--- src/ibal_pkg.sv ---
// Shared types and constants for the inode and block allocator.
// Depends on nothing; inode_block_allocator_core imports it.
package ibal_pkg;

    localparam int ACTION_W = 2;
    localparam int INDEX_W  = 10;
    localparam int STATUS_W = 2;
    localparam int INUM_W   = 7;
    localparam int BNUM_W   = 10;

    typedef enum logic [1:0] {
        ACT_ALLOC_INODE = 2'd0,
        ACT_FREE_INODE  = 2'd1,
        ACT_ALLOC_BLOCK = 2'd2,
        ACT_FREE_BLOCK  = 2'd3
    } action_t;

    typedef enum logic [STATUS_W-1:0] {
        STAT_OK       = 2'd0,
        STAT_NO_INODE = 2'd1,
        STAT_NO_BLOCK = 2'd2,
        STAT_NO_DATA  = 2'd3
    } status_t;

    typedef enum logic [3:0] {
        S_CLEAR,
        S_IDLE,
        S_IREF_RD,
        S_IREF_CHK,
        S_IALLOC_RD,
        S_IALLOC_WR,
        S_BREF_RD,
        S_BREF_CHK,
        S_TAKE,
        S_IFREE_RD,
        S_IFREE_WR,
        S_GRP_RD,
        S_GRP_CHK,
        S_DONE
    } state_t;

endpackage

--- src/ibal_ram.sv ---
// Generic single-write, single-read RAM with a registered read port.
// Depends on nothing.
module ibal_ram #(
    parameter int WIDTH = 8,
    parameter int DEPTH = 64,
    localparam int AW = (DEPTH > 1) ? $clog2(DEPTH) : 1
) (
    input  logic             clk,
    input  logic             we,
    input  logic [AW-1:0]    waddr,
    input  logic [WIDTH-1:0] wdata,
    input  logic [AW-1:0]    raddr,
    output logic [WIDTH-1:0] rdata
);

    logic [WIDTH-1:0] mem [DEPTH];

    always_ff @(posedge clk)
    begin
        if (we)
        begin
            mem[waddr] <= wdata;
        end
        rdata <= mem[raddr];
    end

endmodule

--- src/ibal_stack.sv ---
// Small LIFO cache of free numbers; pushes beyond CAP are dropped.
// Depends on nothing.
module ibal_stack #(
    parameter int WIDTH = 8,
    parameter int DEPTH = 16,
    parameter int CAP   = 16,
    localparam int CW  = $clog2(DEPTH + 1),
    localparam int DAW = (DEPTH > 1) ? $clog2(DEPTH) : 1
) (
    input  logic             clk,
    input  logic             rst_n,
    input  logic             push,
    input  logic [WIDTH-1:0] push_data,
    input  logic             pop,
    output logic [WIDTH-1:0] top,
    output logic [CW-1:0]    count
);

    logic [WIDTH-1:0] mem [DEPTH];
    logic [CW-1:0]    count_reg;
    logic [CW-1:0]    count_next;
    logic [CW-1:0]    top_idx;
    logic             push_ok;

    assign top_idx = count_reg - CW'(1);
    assign top     = mem[top_idx[DAW-1:0]];
    assign count   = count_reg;
    assign push_ok = push && (count_reg < CW'(CAP));

    always_comb
    begin
        count_next = count_reg;
        if (push_ok)
        begin
            count_next = count_reg + CW'(1);
        end
        else if (pop && (count_reg != '0))
        begin
            count_next = count_reg - CW'(1);
        end
    end

    always_ff @(posedge clk)
    begin
        if (push_ok)
        begin
            mem[count_reg[DAW-1:0]] <= push_data;
        end
    end

    always_ff @(posedge clk or negedge rst_n)
    begin
        if (!rst_n)
        begin
            count_reg <= '0;
        end
        else
        begin
            count_reg <= count_next;
        end
    end

endmodule

--- src/inode_block_allocator_core.sv ---
// Top level of the inode and block allocator: sequencer, stacks and memories.
// Depends on ibal_pkg, ibal_ram and ibal_stack.
//
// Usage: one request beat (action, index) on the in channel gives exactly one
// result beat (status, inode_number, block_number) on the out channel.
// The block works on one request at a time; in_ready is high only while it
// waits for a request. A block free goes straight to the done state; a block
// allocation from a non-empty cache passes through the take state, and an inode
// allocation with both caches non-empty reads and rewrites the inode entry first.
// An inode free with its index out of range ends after its read state; otherwise
// it scans the group until an inode in use is found or the group ends. An empty
// inode cache adds a refill scan that reads and checks each inode; an empty block
// cache adds a scan that reads and checks each block of the used-block memory.
// These scans over the single read port of each memory set the item time, and
// the block returns to its idle state after each result before taking the next.
// After reset the block runs a clearing pass over max(BLOCK_COUNT, INODE_COUNT)
// addresses of both memories, with in_ready low, before the first beat.
// The result sits in an output register; while the receiver stalls it holds
// there and the next request is not finished until the result is taken.
module inode_block_allocator_core
    import ibal_pkg::*;
#(
    parameter int BLOCK_COUNT       = 1024,
    parameter int INODE_AREA_BLOCKS = 16,
    parameter int INODES_PER_BLOCK  = 8,
    parameter int INODE_CACHE_DEPTH = 16,
    parameter int BLOCK_CACHE_DEPTH = 16
) (
    input  logic                clk,
    input  logic                rst_n,
    input  logic                in_valid,
    output logic                in_ready,
    input  logic [ACTION_W-1:0] action,
    input  logic [INDEX_W-1:0]  index,
    output logic                out_valid,
    input  logic                out_ready,
    output logic [STATUS_W-1:0] status,
    output logic [INUM_W-1:0]   inode_number,
    output logic [BNUM_W-1:0]   block_number
);

    localparam int INODE_COUNT = INODE_AREA_BLOCKS * INODES_PER_BLOCK;
    localparam int INODE_CAP   = (INODE_CACHE_DEPTH > INODE_COUNT) ?
                                 INODE_COUNT / 2 : INODE_CACHE_DEPTH;
    localparam int BW   = $clog2(BLOCK_COUNT);
    localparam int IW   = (INODE_COUNT > 1) ? $clog2(INODE_COUNT) : 1;
    localparam int AW   = $clog2(INODE_AREA_BLOCKS + 2);
    localparam int PW   = $clog2(INODES_PER_BLOCK + 1);
    localparam int CLEAR_N  = (BLOCK_COUNT > INODE_COUNT) ? BLOCK_COUNT : INODE_COUNT;
    localparam int SCAN_MAX = (BLOCK_COUNT > INODE_COUNT + INODES_PER_BLOCK) ?
                              BLOCK_COUNT : INODE_COUNT + INODES_PER_BLOCK;
    localparam int SW   = $clog2(SCAN_MAX + 1);
    localparam int EW   = 2 + BW + AW;
    localparam int ICW  = $clog2(INODE_CACHE_DEPTH + 1);
    localparam int BCW  = $clog2(BLOCK_CACHE_DEPTH + 1);
    // Inode entry layout: in-use bit, empty marker, attached block, area block.
    localparam int E_USE   = EW - 1;
    localparam int E_EMPTY = EW - 2;

    state_t                state_reg, state_next;
    logic [ACTION_W-1:0]   action_reg;
    logic [INDEX_W-1:0]    index_reg;
    logic [SW-1:0]         scan_reg;
    logic [SW-1:0]         last_reg;
    logic [SW-1:0]         clr_addr_reg;
    logic [AW-1:0]         clr_area_reg;
    logic [PW-1:0]         clr_pos_reg;
    logic [IW-1:0]         inum_reg;
    logic [BW-1:0]         blk_reg;
    logic [STATUS_W-1:0]   status_reg;
    logic [AW-1:0]         area_reg;
    logic                  out_valid_reg;
    logic [STATUS_W-1:0]   status_out_reg;
    logic [INUM_W-1:0]     inum_out_reg;
    logic [BNUM_W-1:0]     blk_out_reg;

    // Memory and stack controls.
    logic                  b_we;
    logic [BW-1:0]         b_waddr, b_raddr;
    logic [0:0]            b_wdata, b_rdata;
    logic                  i_we;
    logic [IW-1:0]         i_waddr, i_raddr;
    logic [EW-1:0]         i_wdata, i_rdata;
    logic                  is_push, is_pop, bs_push, bs_pop;
    logic [IW-1:0]         is_data, is_top;
    logic [BW-1:0]         bs_data, bs_top;
    logic [ICW-1:0]        is_count;
    logic [BCW-1:0]        bs_count;

    logic                  in_acc;
    logic                  out_free;
    logic                  idx_inode_ok;
    logic                  idx_block_ok;
    logic [AW-1:0]         rd_area;
    logic [BW-1:0]         rd_blk;
    logic [SW-1:0]         grp_first;

    assign in_ready     = (state_reg == S_IDLE);
    assign in_acc       = in_valid && in_ready;
    assign out_free     = !out_valid_reg || out_ready;
    assign out_valid    = out_valid_reg;
    assign status       = status_out_reg;
    assign inode_number = inum_out_reg;
    assign block_number = blk_out_reg;

    assign idx_inode_ok = (index_reg != '0) &&
                          (32'(index_reg) < 32'(INODE_COUNT));
    assign idx_block_ok = 32'(index) < 32'(BLOCK_COUNT);
    assign rd_area      = i_rdata[AW-1:0];
    assign rd_blk       = i_rdata[BW+AW-1:AW];
    // First inode of the group held by an inode-area block.
    assign grp_first    = SW'(rd_area - AW'(1)) * SW'(INODES_PER_BLOCK) + SW'(1);

    ibal_ram #(.WIDTH(1), .DEPTH(BLOCK_COUNT)) u_bmap (
        .clk   (clk),
        .we    (b_we),
        .waddr (b_waddr),
        .wdata (b_wdata),
        .raddr (b_raddr),
        .rdata (b_rdata)
    );

    ibal_ram #(.WIDTH(EW), .DEPTH(INODE_COUNT)) u_inode (
        .clk   (clk),
        .we    (i_we),
        .waddr (i_waddr),
        .wdata (i_wdata),
        .raddr (i_raddr),
        .rdata (i_rdata)
    );

    ibal_stack #(.WIDTH(IW), .DEPTH(INODE_CACHE_DEPTH), .CAP(INODE_CAP)) u_istack (
        .clk       (clk),
        .rst_n     (rst_n),
        .push      (is_push),
        .push_data (is_data),
        .pop       (is_pop),
        .top       (is_top),
        .count     (is_count)
    );

    ibal_stack #(.WIDTH(BW), .DEPTH(BLOCK_CACHE_DEPTH), .CAP(BLOCK_CACHE_DEPTH)) u_bstack (
        .clk       (clk),
        .rst_n     (rst_n),
        .push      (bs_push),
        .push_data (bs_data),
        .pop       (bs_pop),
        .top       (bs_top),
        .count     (bs_count)
    );

    // Next state.
    always_comb
    begin
        state_next = state_reg;
        unique case (state_reg)
            S_CLEAR:
            begin
                if (clr_addr_reg == SW'(CLEAR_N - 1))
                begin
                    state_next = S_IDLE;
                end
            end
            S_IDLE:
            begin
                if (in_acc)
                begin
                    unique case (action_t'(action))
                        ACT_ALLOC_INODE:
                            state_next = (is_count == '0) ? S_IREF_RD : S_IALLOC_RD;
                        ACT_FREE_INODE:  state_next = S_IFREE_RD;
                        ACT_ALLOC_BLOCK:
                            state_next = (bs_count == '0) ? S_BREF_RD : S_TAKE;
                        ACT_FREE_BLOCK:  state_next = S_DONE;
                        default:         state_next = S_DONE;
                    endcase
                end
            end
            S_IREF_RD:
            begin
                if ((scan_reg >= SW'(INODE_COUNT)) || (is_count >= ICW'(INODE_CAP)))
                begin
                    state_next = (is_count == '0) ? S_DONE : S_IALLOC_RD;
                end
                else
                begin
                    state_next = S_IREF_CHK;
                end
            end
            S_IREF_CHK:  state_next = S_IREF_RD;
            S_IALLOC_RD: state_next = S_IALLOC_WR;
            S_IALLOC_WR: state_next = (bs_count == '0) ? S_BREF_RD : S_TAKE;
            S_BREF_RD:
            begin
                if ((scan_reg >= SW'(BLOCK_COUNT)) ||
                    (bs_count >= BCW'(BLOCK_CACHE_DEPTH)))
                begin
                    state_next = (bs_count == '0) ? S_DONE : S_TAKE;
                end
                else
                begin
                    state_next = S_BREF_CHK;
                end
            end
            S_BREF_CHK: state_next = S_BREF_RD;
            S_TAKE:     state_next = S_DONE;
            S_IFREE_RD: state_next = idx_inode_ok ? S_IFREE_WR : S_DONE;
            S_IFREE_WR: state_next = S_GRP_RD;
            S_GRP_RD:
            begin
                if ((scan_reg >= last_reg) || (scan_reg >= SW'(INODE_COUNT)))
                begin
                    state_next = S_DONE;
                end
                else
                begin
                    state_next = S_GRP_CHK;
                end
            end
            S_GRP_CHK:
            begin
                state_next = i_rdata[E_USE] ? S_DONE : S_GRP_RD;
            end
            S_DONE:
            begin
                if (out_free)
                begin
                    state_next = S_IDLE;
                end
            end
            default: state_next = S_IDLE;
        endcase
    end

    // Memory and stack controls.
    always_comb
    begin
        b_we    = 1'b0;
        b_waddr = scan_reg[BW-1:0];
        b_wdata = 1'b0;
        b_raddr = scan_reg[BW-1:0];
        i_we    = 1'b0;
        i_waddr = scan_reg[IW-1:0];
        i_wdata = '0;
        i_raddr = scan_reg[IW-1:0];
        is_push = 1'b0;
        is_data = scan_reg[IW-1:0];
        is_pop  = 1'b0;
        bs_push = 1'b0;
        bs_data = scan_reg[BW-1:0];
        bs_pop  = 1'b0;
        unique case (state_reg)
            S_CLEAR:
            begin
                b_we    = clr_addr_reg < SW'(BLOCK_COUNT);
                b_waddr = clr_addr_reg[BW-1:0];
                i_we    = clr_addr_reg < SW'(INODE_COUNT);
                i_waddr = clr_addr_reg[IW-1:0];
                i_wdata[E_EMPTY] = 1'b1;
                i_wdata[AW-1:0]  = (clr_addr_reg == '0) ? '0 : clr_area_reg;
            end
            S_IDLE:
            begin
                // A block free completes here: push and mark unused.
                if (in_acc && (action_t'(action) == ACT_FREE_BLOCK) && idx_block_ok)
                begin
                    bs_push = 1'b1;
                    bs_data = BW'(index);
                    b_we    = 1'b1;
                    b_waddr = BW'(index);
                end
            end
            S_IREF_RD:  ;
            S_IREF_CHK:
            begin
                is_push = !i_rdata[E_USE];
            end
            S_IALLOC_RD:
            begin
                is_pop  = 1'b1;
                i_raddr = is_top;
            end
            S_IALLOC_WR:
            begin
                b_we    = 32'(rd_area) < 32'(BLOCK_COUNT);
                b_waddr = BW'(rd_area);
                b_wdata = 1'b1;
                i_we    = 1'b1;
                i_waddr = inum_reg;
                i_wdata = {1'b1, 1'b1, BW'(0), rd_area};
            end
            S_BREF_RD:  ;
            S_BREF_CHK:
            begin
                bs_push = !b_rdata[0];
            end
            S_TAKE:
            begin
                bs_pop  = 1'b1;
                b_we    = 1'b1;
                b_waddr = bs_top;
                b_wdata = 1'b1;
                if (action_t'(action_reg) == ACT_ALLOC_INODE)
                begin
                    i_we    = 1'b1;
                    i_waddr = inum_reg;
                    i_wdata = {1'b1, 1'b0, bs_top, area_reg};
                end
            end
            S_IFREE_RD:
            begin
                is_push = idx_inode_ok;
                is_data = IW'(index_reg);
                i_raddr = IW'(index_reg);
            end
            S_IFREE_WR:
            begin
                i_we    = 1'b1;
                i_waddr = IW'(index_reg);
                i_wdata = {1'b0, 1'b1, BW'(0), rd_area};
                if (!i_rdata[E_EMPTY])
                begin
                    bs_push = 1'b1;
                    bs_data = rd_blk;
                    b_we    = 1'b1;
                    b_waddr = rd_blk;
                end
            end
            S_GRP_RD:
            begin
                // Whole group free: release its inode-area block.
                if (((scan_reg >= last_reg) || (scan_reg >= SW'(INODE_COUNT))) &&
                    (32'(area_reg) < 32'(BLOCK_COUNT)))
                begin
                    b_we    = 1'b1;
                    b_waddr = BW'(area_reg);
                end
            end
            S_GRP_CHK:  ;
            S_DONE:     ;
            default:    ;
        endcase
    end

    // Datapath registers.
    always_ff @(posedge clk)
    begin
        case (state_reg)
            S_IDLE:
            begin
                action_reg <= action;
                index_reg  <= index;
                status_reg <= STAT_OK;
                inum_reg   <= '0;
                blk_reg    <= '0;
                if (action_t'(action) == ACT_ALLOC_INODE)
                begin
                    scan_reg <= SW'(1);
                end
                else
                begin
                    scan_reg <= SW'(INODE_AREA_BLOCKS + 1);
                end
            end
            S_IREF_RD:
            begin
                if (((scan_reg >= SW'(INODE_COUNT)) || (is_count >= ICW'(INODE_CAP))) &&
                    (is_count == '0))
                begin
                    status_reg <= STAT_NO_INODE;
                end
            end
            S_IREF_CHK:  scan_reg <= scan_reg + SW'(1);
            S_IALLOC_RD: inum_reg <= is_top;
            S_IALLOC_WR:
            begin
                area_reg <= rd_area;
                scan_reg <= SW'(INODE_AREA_BLOCKS + 1);
            end
            S_BREF_RD:
            begin
                if (((scan_reg >= SW'(BLOCK_COUNT)) ||
                     (bs_count >= BCW'(BLOCK_CACHE_DEPTH))) && (bs_count == '0))
                begin
                    status_reg <= (action_t'(action_reg) == ACT_ALLOC_INODE) ?
                                  STAT_NO_DATA : STAT_NO_BLOCK;
                end
            end
            S_BREF_CHK:  scan_reg <= scan_reg + SW'(1);
            S_TAKE:      blk_reg  <= bs_top;
            S_IFREE_WR:
            begin
                area_reg <= rd_area;
                scan_reg <= grp_first;
                last_reg <= grp_first + SW'(INODES_PER_BLOCK);
            end
            S_GRP_CHK:   scan_reg <= scan_reg + SW'(1);
            default:     ;
        endcase
        if (state_reg == S_DONE && out_free)
        begin
            status_out_reg <= status_reg;
            inum_out_reg   <= INUM_W'(inum_reg);
            blk_out_reg    <= BNUM_W'(blk_reg);
        end
    end

    // Control registers: state, clearing pass counters, output valid.
    // The clearing pass walks its own address counter up from zero.
    always_ff @(posedge clk or negedge rst_n)
    begin
        if (!rst_n)
        begin
            state_reg     <= S_CLEAR;
            out_valid_reg <= 1'b0;
            clr_addr_reg  <= '0;
            clr_area_reg  <= AW'(1);
            clr_pos_reg   <= '0;
        end
        else
        begin
            state_reg <= state_next;
            if (state_reg == S_DONE && out_free)
            begin
                out_valid_reg <= 1'b1;
            end
            else if (out_ready)
            begin
                out_valid_reg <= 1'b0;
            end
            if (state_reg == S_CLEAR)
            begin
                clr_addr_reg <= clr_addr_reg + SW'(1);
            end
            if (state_reg == S_CLEAR && clr_addr_reg != '0)
            begin
                if (clr_pos_reg == PW'(INODES_PER_BLOCK - 1))
                begin
                    clr_pos_reg  <= '0;
                    clr_area_reg <= clr_area_reg + AW'(1);
                end
                else
                begin
                    clr_pos_reg <= clr_pos_reg + PW'(1);
                end
            end
        end
    end

endmodule

--- config.mk ---
export PLATFORM = sky130hd
export DESIGN_NAME = inode_block_allocator_core
export DESIGN_NICKNAME = d
export VERILOG_FILES = /design/src/ibal_pkg.sv /design/src/ibal_ram.sv /design/src/ibal_stack.sv /design/src/inode_block_allocator_core.sv
export SDC_FILE = /design/constraint.sdc
export NUM_CORES = 2
export LEC_CHECK = 0
export BUFFER_PORTS_ARGS = -buffer_cell sky130_fd_sc_hd__clkbuf_2
export CAP_MARGIN = 20
export CORE_ASPECT_RATIO = 2
export CORE_UTILIZATION = 32
export CTS_CLUSTER_DIAMETER = 40
export DETAILED_ROUTE_END_ITERATION = 12
export PLACE_DENSITY = 0.53
export RECOVER_POWER = 25
export SLEW_MARGIN = 5
export SYNTH_ARGS = -nofsm -noshare
export SYNTH_HDL_FRONTEND = slang
export SYNTH_SLANG_ARGS = --single-unit
--- constraint.sdc ---
create_clock -name clk -period 143.6 [get_ports clk]
set_clock_uncertainty 0.1 [all_clocks]
set_input_delay 14.36 -clock clk [delete_from_list [all_inputs] [get_ports clk]]
set_output_delay 14.36 -clock clk [all_outputs]
set_load 0.02 [all_outputs]
==> out/qor.yml <==
logic_synthesis:
  synth-edff-count: 3546
  synth_seq_area_share: 0.730
  ys_async_sr_fraction: 0.00972
  yosys.area.top_type_share: 0.722
  synth_top_cells_by_area: "edfxtp_1 72%, mux4_2 6.1%, nand2_1 3.6%"
  post_synth_instance_area_um2: 148000
  synth_warnings: 0
  ys.flop_type: "edfxtp_1"
  synth_nets: 9979
  ys_seq_elements: 3599
  syn_area_per_cell_um2: 14.8
  postSynthCellCount: 9939
  synthDistinctLibCells: 93
  yosys.area.top_type: "edfxtp_1"
setup_path:
  critical_path.startpoint: "state_reg[0]"
  depth_of_the_worst_register_to_register_path: 17
  critical_path_arrival_ns: 3.65
  worst_ep_required_time_ns: 129.14
  maximum_fanout_along_the_worst_path: 19
  startpoint_type: "register"
  worstSetupEndpointType: "output port"
  worstSetupPathType: "register to output port"
  origin_of_the_critical_flop_to_flop_path: "u_istack.count[0]"
route:
  drt.antenna.violating_nets: 0
  post-route-drc-count: 0
  first_pass_iters: 8
  violation_count_after_the_first_detailed_route_iteration: 8590
  vias: 89000
  detail_route.wl_per_cell_um: 29.3
  routed_wl_um: 480000
  avgViaCountPerCell: 5.44
global_routing:
  grt_antenna_before_repair: 28
  grt_pass1_vias: 90700
  grt_max_degree: 148
  grt_first_pass_wirelength_um: 672000
  grt_use_total: 0.203
  grt_remaining_overflow: 0
clock_network:
  clk_pin_slew_ns: 0.06
  cts_inserted_buffers: 358
  clock_tree_from_tritoncts: "done"
  insertion_delay_ns: 0.99
  cell_at_the_root_of_the_clock_tree: "clkbuf_16"
  post_cts_hold_buffer_count: 0
  cts.path.max_buffers: 4
  cts_num_sinks: 3599
  postCtsSetupBuffers: 0
  cts_resized: 0
  cts-htree-levels: 5
min_path:
  hold_path.startpoint: "blk_reg[7]"
  cells_on_worst_hold_path: 0
  holdCritPathClass: "register to register"
floorplanning:
  die-height_um: 962
  initial_core_utilization: 0.321
  die_x_um: 482
  floorplan.io_pins: 37
  rows: 352
  floorplan.die_area_um2: 464000
  placeableCoreArea_um2: 459000
timing:
  finalSetupTns_ns: 0
  clock.fmax_mhz: 55.2
  final_hold_viol_count: 0
  slew-limit-headroom: -1.98
  timing_worst_slew_pin_value_ns: 4.47
  maxSlewViolCount: 1536
  period_minus_slack_ns: 18.10
  timing.final.setup_violations: 0
  timing.final.crit_share: 0.126
  grt_setup_unrepaired: "no"
outcome:
  run_status: "complete, but fails checks"
  failed_checks: "max-capacitance violations, max-slew violations"
finish:
  fin_nets: 10100
  fin_area_um2: 168000
  largest_register_ff_count: 2176
  largestRegisters: "u_inode.mem (2176), u_bmap.mem (1024), u_bstack.mem (160)"
  register_with_the_most_flip_flops: "u_inode.mem"
  synthToLayoutAreaGrowth_pct: 14.0
  final_layout_size_suffix_gt1_frac: 0.162
placed_design:
  place_hpwl_um: 299000
  gpl.final_weighted_congestion: 0.913
  port-buffer-count: 36
  placement.cell_area_um2: 156000
power:
  p_per_area_nw_per_um2: 12.6
  ir_worst_vdd_mv: 0.00983
  leakagePower_nw: 51.7
flow_run:
  max_cap_viol_count: 25
[power by group]
group,leakage [nW],internal [W],switching [W],total [W]
registers,30.6,0.00114,0.000000000000000000000441,0.00114
logic,15.2,0.000000281,0.000000684,0.000000979
clock network,5.86,0.000543,0.000437,0.000980
[worst max-delay path, cell delays in order (launching register included)]
cell and delay, ns:
dfrtp_1 0.79, nand2_1 0.55, or3_1 0.79, inv_1 0.19, clkbuf_2 0.32
[area by class of cell]
cell class | count | area (µm²)
fill | 43100 | 291000
sequential | 3599 | 108000
multi-input combinational | 5576 | 36800
clock buffer | 412 | 9240
tap | 6018 | 7530
timing repair buffer | 456 | 3700
clock inverter | 245 | 2940
inverter | 39 | 153
antenna | 24 | 60.1
[cells in the final DEF, fill, tap and decap left out, types with 119 or more instances in the layout]
cell,synthesis,layout
nand3_1,452,451
clkbuf_16,0,358
mux4_2,402,402
buf_4,29,339
o22ai_1,120,119
a211oi_1,120,120
mux2i_1,282,282
a31oi_1,143,143
a21oi_1,278,277
nand2_1,1417,1380
o21ai_0,135,134
nor2_1,1337,1235
edfxtp_1,3546,3546
[through the flow]
| stage | setup slack (ns) | cells | hold WS [ns] | util | power, W |
|---|---|---|---|---|---|
| global route | 125.37 | 16400 | 0.323 | 0.366 | 0.00217 |
| CTS | 125.50 | 16300 | 0.316 | 0.366 | 0.00213 |
| detailed placement | 124.72 | 15700 | 0.305 | 0.339 | 0.00116 |
| floorplan | 94.85 | 9939 | 0.300 | - | 0.00116 |
| global placement | 124.69 | 15600 | 0.315 | 0.338 | 0.00116 |
| finish | 125.50 | 16400 | 0.314 | 0.366 | 0.00212 |
[cells in the mapped netlist, drive strengths merged (7+ instances only)]
master	n
a2111oi	21
inv	37
nand2b	15
dfrtp	34
a311oi	68
o21ai	148
mux4	402
nand2	1419
nand4	38
dfxtp	18
nor3	88
nor4	37
nor2	1339
o22ai	121
xnor2	27
a311o	11
edfxtp	3546
a32oi	16
o221ai	68
ha	24
buf	388
nand3	452
clkbuf	337
a31oi	143
nor2b	88
a221o	7
or3	7
o21bai	7
a211o	8
mux2i	282
a21oi	278
xor2	17
and3	43
o32ai	9
and2	20
a21o	16
o211ai	20
o31ai	9
a22oi	36
mux2	68
a222oi	10
a221oi	11
a211oi	121
[cells by family (layout without fill, tap and decap cells)]
| group | after synthesis | after routing | share of synthesized area |
|---|---|---|---|
| buffers and inverters | 764 | 1152 | 0.0250 |
| muxes | 752 | 752 | 0.0857 |
| other | 0 | 24 | 0 |
| DFF | 3599 | 3599 | 0.730 |
| AOI/OAI and AO/OA | 1181 | 1181 | 0.0540 |
| xor gates and xnor gates | 44 | 44 | 0.00261 |
| and+or+nand+nor | 3575 | 3575 | 0.101 |
| adders and majority gates | 24 | 24 | 0.00203 |
[routing by layer]
metal	vias to the layer above	part of all wire	GRT usage
li1	37900	-	-
met1	46300	0.32	0.205
met2	3724	0.53	0.373
met3	1141	0.058	0.0269
met4	14	0.088	0.157
met5	-	0.00022	0
[final timing paths]
check	end	slack [ns]
setup / recovery	in_ready	125.50
hold / removal	block_number[7]	0.31
setup reg to reg	u_inode.rdata[15]	131.05
hold reg to reg	block_number[7]	0.31
max in group asynchronous	u_bstack.count[0]	129.55
min in group asynchronous	out_valid	13.33
No activity file was read; power rests on OpenSTA's default activity.
